**src/rtl/core/sscan_pkg.sv**
```systemverilog
// Shared types, constants and the character encoder for the seven-segment
// scan controller. No dependencies; imported by sscan_cell and the top level.
package sscan_pkg;

    localparam int NUM_DIGITS_DEF = 4;
    localparam int MAX_LEVEL_DEF  = 4;

    localparam int SEG_W = 8;
    localparam int CMD_W = 3;
    localparam int POS_W = 3;
    localparam int CHR_W = 8;
    localparam int AMT_W = 8;
    localparam int LVL_W = 3;
    localparam int SEL_W = 2;

    localparam logic [CMD_W-1:0] CMD_WRITE        = 3'd0;
    localparam logic [CMD_W-1:0] CMD_CLEAR_ALL    = 3'd1;
    localparam logic [CMD_W-1:0] CMD_CLEAR_ONE    = 3'd2;
    localparam logic [CMD_W-1:0] CMD_SHIFT_FILL   = 3'd3;
    localparam logic [CMD_W-1:0] CMD_SHIFT_INSERT = 3'd4;
    localparam logic [CMD_W-1:0] CMD_SCAN         = 3'd5;

    localparam logic [SEG_W-1:0] SEG_BLANK = 8'h00;

    typedef logic [SEG_W-1:0] t_pattern;

    typedef enum logic [2:0] {
        CELL_HOLD,
        CELL_LOAD,
        CELL_CLEAR,
        CELL_FROM_LO,
        CELL_FROM_HI
    } t_cell_op;

    typedef struct packed {
        t_cell_op op;
        t_pattern data;
    } t_cell_ctrl;

    function automatic t_pattern encode_char(input logic [CHR_W-1:0] c);
        t_pattern p;
        unique case (c)
            8'h30: p = 8'h3F; // '0'
            8'h31: p = 8'h06;
            8'h32: p = 8'h5B;
            8'h33: p = 8'h4F;
            8'h34: p = 8'h66;
            8'h35: p = 8'h6D;
            8'h36: p = 8'h7D;
            8'h37: p = 8'h07;
            8'h38: p = 8'h7F;
            8'h39: p = 8'h6F;
            8'h41: p = 8'h77; // 'A'
            8'h42: p = 8'h7C;
            8'h43: p = 8'h39;
            8'h44: p = 8'h5E;
            8'h45: p = 8'h79;
            8'h46: p = 8'h71;
            8'h47: p = 8'h6F;
            8'h48: p = 8'h76;
            8'h49: p = 8'h06;
            8'h4A: p = 8'h0E;
            8'h4B: p = 8'h70;
            8'h4C: p = 8'h38;
            8'h4D: p = 8'h15;
            8'h4E: p = 8'h37;
            8'h4F: p = 8'h3F;
            8'h50: p = 8'h73;
            8'h51: p = 8'h67;
            8'h52: p = 8'h31;
            8'h53: p = 8'h6D;
            8'h54: p = 8'h78;
            8'h55: p = 8'h3E;
            8'h56: p = 8'h1C;
            8'h57: p = 8'h2A;
            8'h58: p = 8'h46;
            8'h59: p = 8'h6E;
            8'h5A: p = 8'h5B; // 'Z'
            8'h2D: p = 8'h40; // '-'
            8'h5F: p = 8'h08; // '_'
            default: p = SEG_BLANK;
        endcase
        return p;
    endfunction

endpackage

```
**src/rtl/core/sscan_cell.sv**
```systemverilog
// One digit cell of the display store: holds one segment pattern and can
// take its neighbour's pattern each cycle. Depends on sscan_pkg.
module sscan_cell
    import sscan_pkg::*;
(
    input  logic       i_clk,
    input  logic       i_rst_n,
    input  t_cell_ctrl i_ctrl,
    input  t_pattern   i_from_lo,
    input  t_pattern   i_from_hi,
    output t_pattern   o_pattern
);

    t_pattern r_pattern;
    t_pattern n_pattern;

    always_comb begin
        unique case (i_ctrl.op)
            CELL_LOAD:    n_pattern = i_ctrl.data;
            CELL_CLEAR:   n_pattern = SEG_BLANK;
            CELL_FROM_LO: n_pattern = i_from_lo;
            CELL_FROM_HI: n_pattern = i_from_hi;
            default:      n_pattern = r_pattern;
        endcase
    end

    always_ff @(posedge i_clk) begin
        if (!i_rst_n) begin
            r_pattern <= SEG_BLANK;
        end else begin
            r_pattern <= n_pattern;
        end
    end

    assign o_pattern = r_pattern;

endmodule

```
**src/rtl/core/seven_segment_scan_controller.sv**
```systemverilog
// Top level of the multiplexed seven-segment scan controller: a chain of
// sscan_cell digit cells plus scan, duty and shift-step control. Uses sscan_pkg.
//
// A command is taken when start is high and busy is low. Every command is done
// when taken, except a shift with blank fill by k places (0 < k < NUM_DIGITS),
// which moves the cell chain one place per cycle, k places in all, with busy
// high after the request until the last place is moved. A scan tick gives one
// result on the cycle after its request: o_strobe is high for that single
// cycle together with o_segments and o_select_lines, and must be captured
// then, as there is no way to hold it. The brightness register may be written
// at any cycle while no command is in progress.
module seven_segment_scan_controller
    import sscan_pkg::*;
#(
    parameter int NUM_DIGITS = NUM_DIGITS_DEF,
    parameter int MAX_LEVEL  = MAX_LEVEL_DEF
) (
    input  logic             i_clk,
    input  logic             i_rst_n,
    input  logic             start,
    output logic             busy,
    input  logic [CMD_W-1:0] i_command,
    input  logic [POS_W-1:0] i_position,
    input  logic [CHR_W-1:0] i_character,
    input  logic             i_direction,
    input  logic [AMT_W-1:0] i_shift_amount,
    input  logic             i_cfg_we,
    input  logic [LVL_W-1:0] i_cfg_data,
    output logic             o_strobe,
    output logic [SEG_W-1:0] o_segments,
    output logic [SEL_W-1:0] o_select_lines
);

    localparam int IDX_W  = $clog2(NUM_DIGITS);
    localparam int DUTY_W = $clog2(MAX_LEVEL + 1);
    localparam int CMP_W  = 5;

    logic                 acc;
    logic                 step_now;
    logic                 step_dir;
    logic                 fill_in_range;
    logic                 do_insert;
    t_pattern             ins_pattern;
    t_pattern             end_feed;
    t_pattern             cell_q [NUM_DIGITS];
    t_cell_ctrl           cell_ctrl [NUM_DIGITS];

    logic [IDX_W-1:0]     r_steps;
    logic [IDX_W-1:0]     n_steps;
    logic                 r_dir;
    logic [IDX_W-1:0]     r_scan;
    logic [DUTY_W-1:0]    r_duty;
    logic [LVL_W-1:0]     r_bright;
    logic                 r_strobe;
    t_pattern             r_seg;
    logic [SEL_W-1:0]     r_sel;

    assign busy = (r_steps != '0);
    assign acc  = start && !busy;

    assign ins_pattern   = encode_char(i_character);
    assign fill_in_range = (i_shift_amount != '0) &&
                           (i_shift_amount < AMT_W'(NUM_DIGITS));
    assign do_insert     = acc && (i_command == CMD_SHIFT_INSERT);
    assign step_now      = busy || (acc && (i_command == CMD_SHIFT_FILL) && fill_in_range);
    assign step_dir      = busy ? r_dir : i_direction;
    // The vacated end gets the new character on insert, blank on a fill step.
    assign end_feed      = do_insert ? ins_pattern : SEG_BLANK;

    always_comb begin
        n_steps = r_steps;
        if (busy) begin
            n_steps = r_steps - IDX_W'(1);
        end else if (step_now) begin
            n_steps = IDX_W'(i_shift_amount - AMT_W'(1));
        end
    end

    for (genvar g = 0; g < NUM_DIGITS; g++) begin : g_cell
        t_pattern from_lo;
        t_pattern from_hi;

        if (g == 0) begin : g_lo_end
            assign from_lo = end_feed;
        end else begin : g_lo_mid
            assign from_lo = cell_q[g-1];
        end
        if (g == NUM_DIGITS - 1) begin : g_hi_end
            assign from_hi = end_feed;
        end else begin : g_hi_mid
            assign from_hi = cell_q[g+1];
        end

        always_comb begin
            cell_ctrl[g].op   = CELL_HOLD;
            cell_ctrl[g].data = ins_pattern;
            if (step_now || do_insert) begin
                cell_ctrl[g].op = step_dir ? CELL_FROM_LO : CELL_FROM_HI;
            end else if (acc) begin
                unique case (i_command)
                    CMD_WRITE: begin
                        if (i_position == POS_W'(g)) cell_ctrl[g].op = CELL_LOAD;
                    end
                    CMD_CLEAR_ONE: begin
                        if (i_position == POS_W'(g)) cell_ctrl[g].op = CELL_CLEAR;
                    end
                    CMD_CLEAR_ALL: cell_ctrl[g].op = CELL_CLEAR;
                    CMD_SHIFT_FILL: begin
                        // zero amount is a no-op; anything too large blanks all
                        if (i_shift_amount != '0) cell_ctrl[g].op = CELL_CLEAR;
                    end
                    default: cell_ctrl[g].op = CELL_HOLD;
                endcase
            end
        end

        sscan_cell u_cell (
            .i_clk     (i_clk),
            .i_rst_n   (i_rst_n),
            .i_ctrl    (cell_ctrl[g]),
            .i_from_lo (from_lo),
            .i_from_hi (from_hi),
            .o_pattern (cell_q[g])
        );
    end

    always_ff @(posedge i_clk) begin
        if (!i_rst_n) begin
            r_steps  <= '0;
            r_scan   <= '0;
            r_duty   <= '0;
            r_bright <= LVL_W'(1);
            r_strobe <= 1'b0;
        end else begin
            r_steps  <= n_steps;
            r_strobe <= acc && (i_command == CMD_SCAN);
            if (i_cfg_we) begin
                if (CMP_W'(i_cfg_data) > CMP_W'(MAX_LEVEL)) begin
                    r_bright <= LVL_W'(MAX_LEVEL);
                end else begin
                    r_bright <= i_cfg_data;
                end
            end
            if (acc && (i_command == CMD_SCAN)) begin
                if (r_scan == IDX_W'(NUM_DIGITS - 1)) begin
                    r_scan <= '0;
                    // duty counter moves once per full sweep
                    if (r_duty == DUTY_W'(MAX_LEVEL)) begin
                        r_duty <= '0;
                    end else begin
                        r_duty <= r_duty + DUTY_W'(1);
                    end
                end else begin
                    r_scan <= r_scan + IDX_W'(1);
                end
            end
        end
    end

    always_ff @(posedge i_clk) begin
        if (!busy) begin
            r_dir <= i_direction;
        end
        if (acc && (i_command == CMD_SCAN)) begin
            r_seg <= (CMP_W'(r_duty) < CMP_W'(r_bright)) ? cell_q[r_scan] : SEG_BLANK;
            r_sel <= SEL_W'(2'd3 - SEL_W'(r_scan));
        end
    end

    assign o_strobe       = r_strobe;
    assign o_segments     = r_seg;
    assign o_select_lines = r_sel;

    a_strobe_follows_scan: assert property (@(posedge i_clk) disable iff (!i_rst_n)
        (acc && (i_command == CMD_SCAN)) |=> o_strobe)
        else $error("scan request gave no result");

    a_no_spurious_strobe: assert property (@(posedge i_clk) disable iff (!i_rst_n)
        !(acc && (i_command == CMD_SCAN)) |=> !o_strobe)
        else $error("result without scan request");

    a_busy_only_after_fill: assert property (@(posedge i_clk) disable iff (!i_rst_n)
        $rose(busy) |-> $past(acc && (i_command == CMD_SHIFT_FILL)))
        else $error("busy raised by a command other than shift fill");

    a_scan_in_range: assert property (@(posedge i_clk) disable iff (!i_rst_n)
        (r_scan <= IDX_W'(NUM_DIGITS - 1)) && (r_duty <= DUTY_W'(MAX_LEVEL)))
        else $error("scan index or duty counter out of range");

endmodule
```
**config.mk**
```make
export PLATFORM = sky130hd
export DESIGN_NAME = seven_segment_scan_controller
export DESIGN_NICKNAME = d
export VERILOG_FILES = /design/src/rtl/core/sscan_pkg.sv /design/src/rtl/core/sscan_cell.sv /design/src/rtl/core/seven_segment_scan_controller.sv
export SDC_FILE = /design/constraint.sdc
export NUM_CORES = 1
export LEC_CHECK = 0
export ABC_AREA = 1
export BUFFER_PORTS_ARGS = -buffer_cell sky130_fd_sc_hd__buf_2
export CAP_MARGIN = 20
export CORE_MARGIN = 2
export CORE_UTILIZATION = 45
export DETAILED_ROUTE_END_ITERATION = 16
export GPL_TIMING_DRIVEN = 1
export PLACE_DENSITY = 0.75
export SYNTH_ARGS = -nofsm -noshare
export SYNTH_HDL_FRONTEND = slang
export SYNTH_HIERARCHICAL = 1
export SYNTH_SLANG_ARGS = --single-unit
export TNS_END_PERCENT = 20
```
**constraint.sdc**
```tcl
create_clock -name i_clk -period 6 [get_ports i_clk]
set_input_delay 0.6 -clock i_clk [delete_from_list [all_inputs] [get_ports i_clk]]
set_output_delay 0.6 -clock i_clk [all_outputs]
set_load 0.005 [all_outputs]
```
==> impl.org <==
** Run status
- The flow ran to the end, and the final reports show no timing, DRC or antenna violations.

** Worst hold path
- The worst hold path terminates at r_bright[1].
- Instance count along the most critical hold path :: 2
- The tightest min-delay check is of the reg -> reg type.
- The worst hold path begins at r_bright[1].

** Synthesis
- The cell area that synthesis handed to floorplanning was 4439 µm².
- FF+latch count, synth :: 54
- Post-Synthesis Mean Instance Area :: 6.471 µm²
- Sequential elements use 26.61% of the synthesized area.
- Post-synthesis cell count :: 686
- In this run, distinct cell masters in the synthesized netlist total 36.
- For this run, the number of Yosys warnings is 6.
- Fraction of post-synthesis cell area in the top cell type by area :: 19.84%
- Top post-synthesis cells by area :: sky130_fd_sc_hd__dfxtp_1 20%, sky130_fd_sc_hd__nand2_1 13%, sky130_fd_sc_hd__nor2_1 10%
- The largest total area in the synthesized netlist belongs to sky130_fd_sc_hd__dfxtp_1.

** Placed design
- Routability-driven placement finished with a final weighted congestion of 0.9415.
- After detailed placement, the total cell area comes to 4599 µm².
- PortBufs :: 41
- Estimated wirelength of the detail-placed design :: 8.981 mm

** Finish
- 0 antenna diodes ended up in the layout.
- Final instance area :: 4720 µm²
- The sequential cells in the finished layout cover a total of 1181 µm².
- Area growth, synth to finish :: 6.313%
- At the end of the flow the core is filled with cells to 48.73%.
- Fill cells in the final layout number 996.
- In the layout the commonest cells are 155 x sky130_fd_sc_hd__nand2_1, 124 x sky130_fd_sc_hd__nor2_1, 89 x sky130_fd_sc_hd__nand3_1, 44 x sky130_fd_sc_hd__dfxtp_1, 41 x sky130_fd_sc_hd__buf_2.
- Multi-input gate area :: 2830 µm²
- Layout net count :: 759
- Share of post-route cells with drive strength above 1 :: 12.55%
- The library cell used most frequently in the layout, excluding fill and tap cells, is sky130_fd_sc_hd__nand2_1.

** Global route
- The first global-routing pass estimated 19.09 mm of wire.
- The initial antenna violation count was 0.
- Number of global-route vias before repair :: 3966
- Global routing used 22.80% of the available tracks across all layers.
- Entering global routing, the biggest net connects 43 pins.
- Global route total overflow :: 0

** Clocking
- Buffers inserted during clock tree synthesis total 5.
- For this design, the sink count on the clock tree is 54.
- After clock tree synthesis, the flow added hold-fix buffers numbering 0.
- Once the clock tree was built, the setup fixing pass inserted 0 buffers.
- Worst-Skew Late Latency :: 0.32 ns
- H-tree levels :: 2
- Maximum clock path buffer count :: 2
- Clock tree root driver cell :: sky130_fd_sc_hd__clkbuf_8
- Clock tree from TritonCTS :: yes
- In this run, post-CTS repair resized a total of 0 instances.
- After clock tree synthesis, the clock-pin slew on the worst setup and hold paths is 0.11 ns.

** STA
- In the finished design, the share of the clock period the worst path needs comes to 53.68%.
- For the pin with the worst max-slew slack, the measured transition is 0.9509 ns.
- Unrepaired setup endpoints after global routing :: no
- Subtracting the final worst setup slack from the clock period gives 3.221 ns.
- Headroom to the max-slew limit came out at 36.37%.
- The number of max-slew violations in the final report came to 0.
- FMAX :: 0.3105 GHz
- For the final database, setup skew stands at 0.01002 ns.
- Final-layout setup total negative slack :: 0 ns
- Setup-failing EPs final :: 0
- Fin. Hold Viols :: 0

** Critical path
- Maximum fanout encountered on the critical timing path :: 42
- R2R depth :: 14
- The worst setup path is captured at a register.
- At the worst endpoint, the arrival time is 3.44 ns.
- The worst setup path is launched from a register.
- Reg-to-reg critical path endpoint :: g_cell[0].u_cell/o_pattern[5]
- Setup slack on the worst reg-to-reg path comes out at 2.78 ns.
- In this design, the critical path's most frequently occurring cell is sky130_fd_sc_hd__nor2_1.
- Data required time at the worst endpoint :: 6.22 ns
- Critical path class :: reg -> reg
- Cell with the largest stage delay on the worst path :: sky130_fd_sc_hd__inv_2
- Worst path cell trace :: nor2_4 > nand2_2 > clkinv_2 > nand4_4 > nand3_4 > nand2_1 > inv_2 > nor2_1 > nor2_8 > nand2_4 > nand2_4 > nand2_1 > nor2_1 > nor2_1
- For this run, the slowest stage of the critical path takes 0.65 ns.
- Worst r2r src :: r_steps[0]

** Detailed routing
- After detailed routing, the average wire length per cell comes to 14.20 µm.
- Via-per-instance ratio :: 5.469
- Remaining design rule violation count :: 0
- In this run the remaining antenna-violating nets after routing total 0.
- Length of the first detailed-routing pass in iterations :: 6
- The first routing iteration left 493 violations.
- Vias :: 4649
- Summed over all layers, the routed wires come to 12.07 mm.

** Power
- In this run the power density over the cells is 182.1 nW/µm².
- Leakage power :: 2.222 nW
- Peak supply drop :: 0.08648 mV

** Floorplanning
- IO Pins :: 42
- The core region is 9684 µm².
- # rows :: 36
- Effective utilization at floorplan :: 45.84%
- The die covers 10680 µm².
- Die X-Extent :: 103.3 µm
- Measured along the y axis, the die boundary spans 103.3 µm.

** Run
- Max-cap violations in this run came to 0.
[worst max-delay path by stage]
stage | from | end | slack [ns] | cells after the start
5_1_grt | r_steps[0] | g_cell[1].u_cell/o_pattern[4] | 2.40 | 14
4_1_cts | r_steps[0] | g_cell[1].u_cell/o_pattern[5] | 2.79 | 14
6_report | r_steps[0] | g_cell[0].u_cell/o_pattern[5] | 2.78 | 14
2_1_floorplan | i_command[1] | g_cell[3].u_cell/o_pattern[5] | 3.52 | 13
3_5_place_dp | i_shift_amount[3] | g_cell[0].u_cell/o_pattern[6] | 2.49 | 14
3_3_place_gp | i_shift_amount[3] | g_cell[1].u_cell/o_pattern[5] | 2.60 | 14
[synthesized netlist by cell type (all sizes together)]
cell type    n
a21oi       29
ha          13
clkinv       6
nor3         6
nand3       90
edfxtp      10
inv         44
nand4       34
o21a         1
clkbuf       2
nor4         1
o21ai       77
dfxtp       44
o211ai       1
or2          3
nand3b       1
nor2       130
xnor2        2
nand2      165
buf         25
a31oi        1
conb         1
[power breakdown]
part           internal [mW]  total [mW]  switching, mW
sequential             0.394       0.429         0.0344
clock                 0.0869       0.222          0.135
combinational         0.0722       0.209          0.136
[cell type report]
type | instances | share of cell area (%)
repair buffers | 45 | 4.984
multi-input cells | 560 | 59.97
flip-flops and latches | 54 | 25.03
well taps | 133 | 3.526
clock buffers | 5 | 1.458
inverters | 50 | 4.427
clock inverters | 3 | 0.6098
[critical path, delay by kind of cell (launching register included)]
kind          cells  cell delay, ns
buf+inv           2            0.77
simple gates     12            1.98
flops             1            0.35
[cell families (layout without fill, tap and decap cells)]
family                   after synthesis  after routing  share of synthesized area (%)
AND/OR/NAND/NOR                      430            430                          45.74
AO/OA/AOI/OAI                        109            109                          13.44
buffers and inverters                 77            103                          10.06
flip-flops                            54             54                          26.61
adder cells (fa/ha/maj)               13             13                          3.664
XOR/XNOR                               2              2                         0.3947
other                                  1              6                        0.08447
[through the flow]
stage | setup slack [ns] | power, mW | instances | hold slack [ns]
global route | 2.403 | 0.9021 | 850 | 0.4925
finish | 2.779 | 0.8595 | 850 | 0.4697
detailed placement | 2.491 | 0.6372 | 839 | 0.4552
floorplan | 3.523 | 0.5833 | 691 | 0.4367
CTS | 2.786 | 0.8543 | 847 | 0.4720
global placement | 2.603 | 0.6320 | 839 | 0.4505
[state kept, by name, summed over array words and instances, names as in the netlist]
register	flops
r_steps	2
o_segments	8
r_bright	3
o_select_lines	2
g_cell.u_cell/o_pattern	32
r_duty	3
o_strobe	1
r_dir	1
r_scan	2
[routing by layer]
metal / vias up / wire [µm] / share of wire, % / GRT usage (%)
met2: 217 / 5394 / 45 / 36.76
li1: 2351 / - / - / -
met5: - / 0 / 0 / 0
met3: 32 / 881 / 7.3 / 3.091
met1: 2049 / 5361 / 44 / 31.27
met4: 0 / 428 / 3.5 / 8.198
Note: power is estimated with default switching activity, not from simulation.
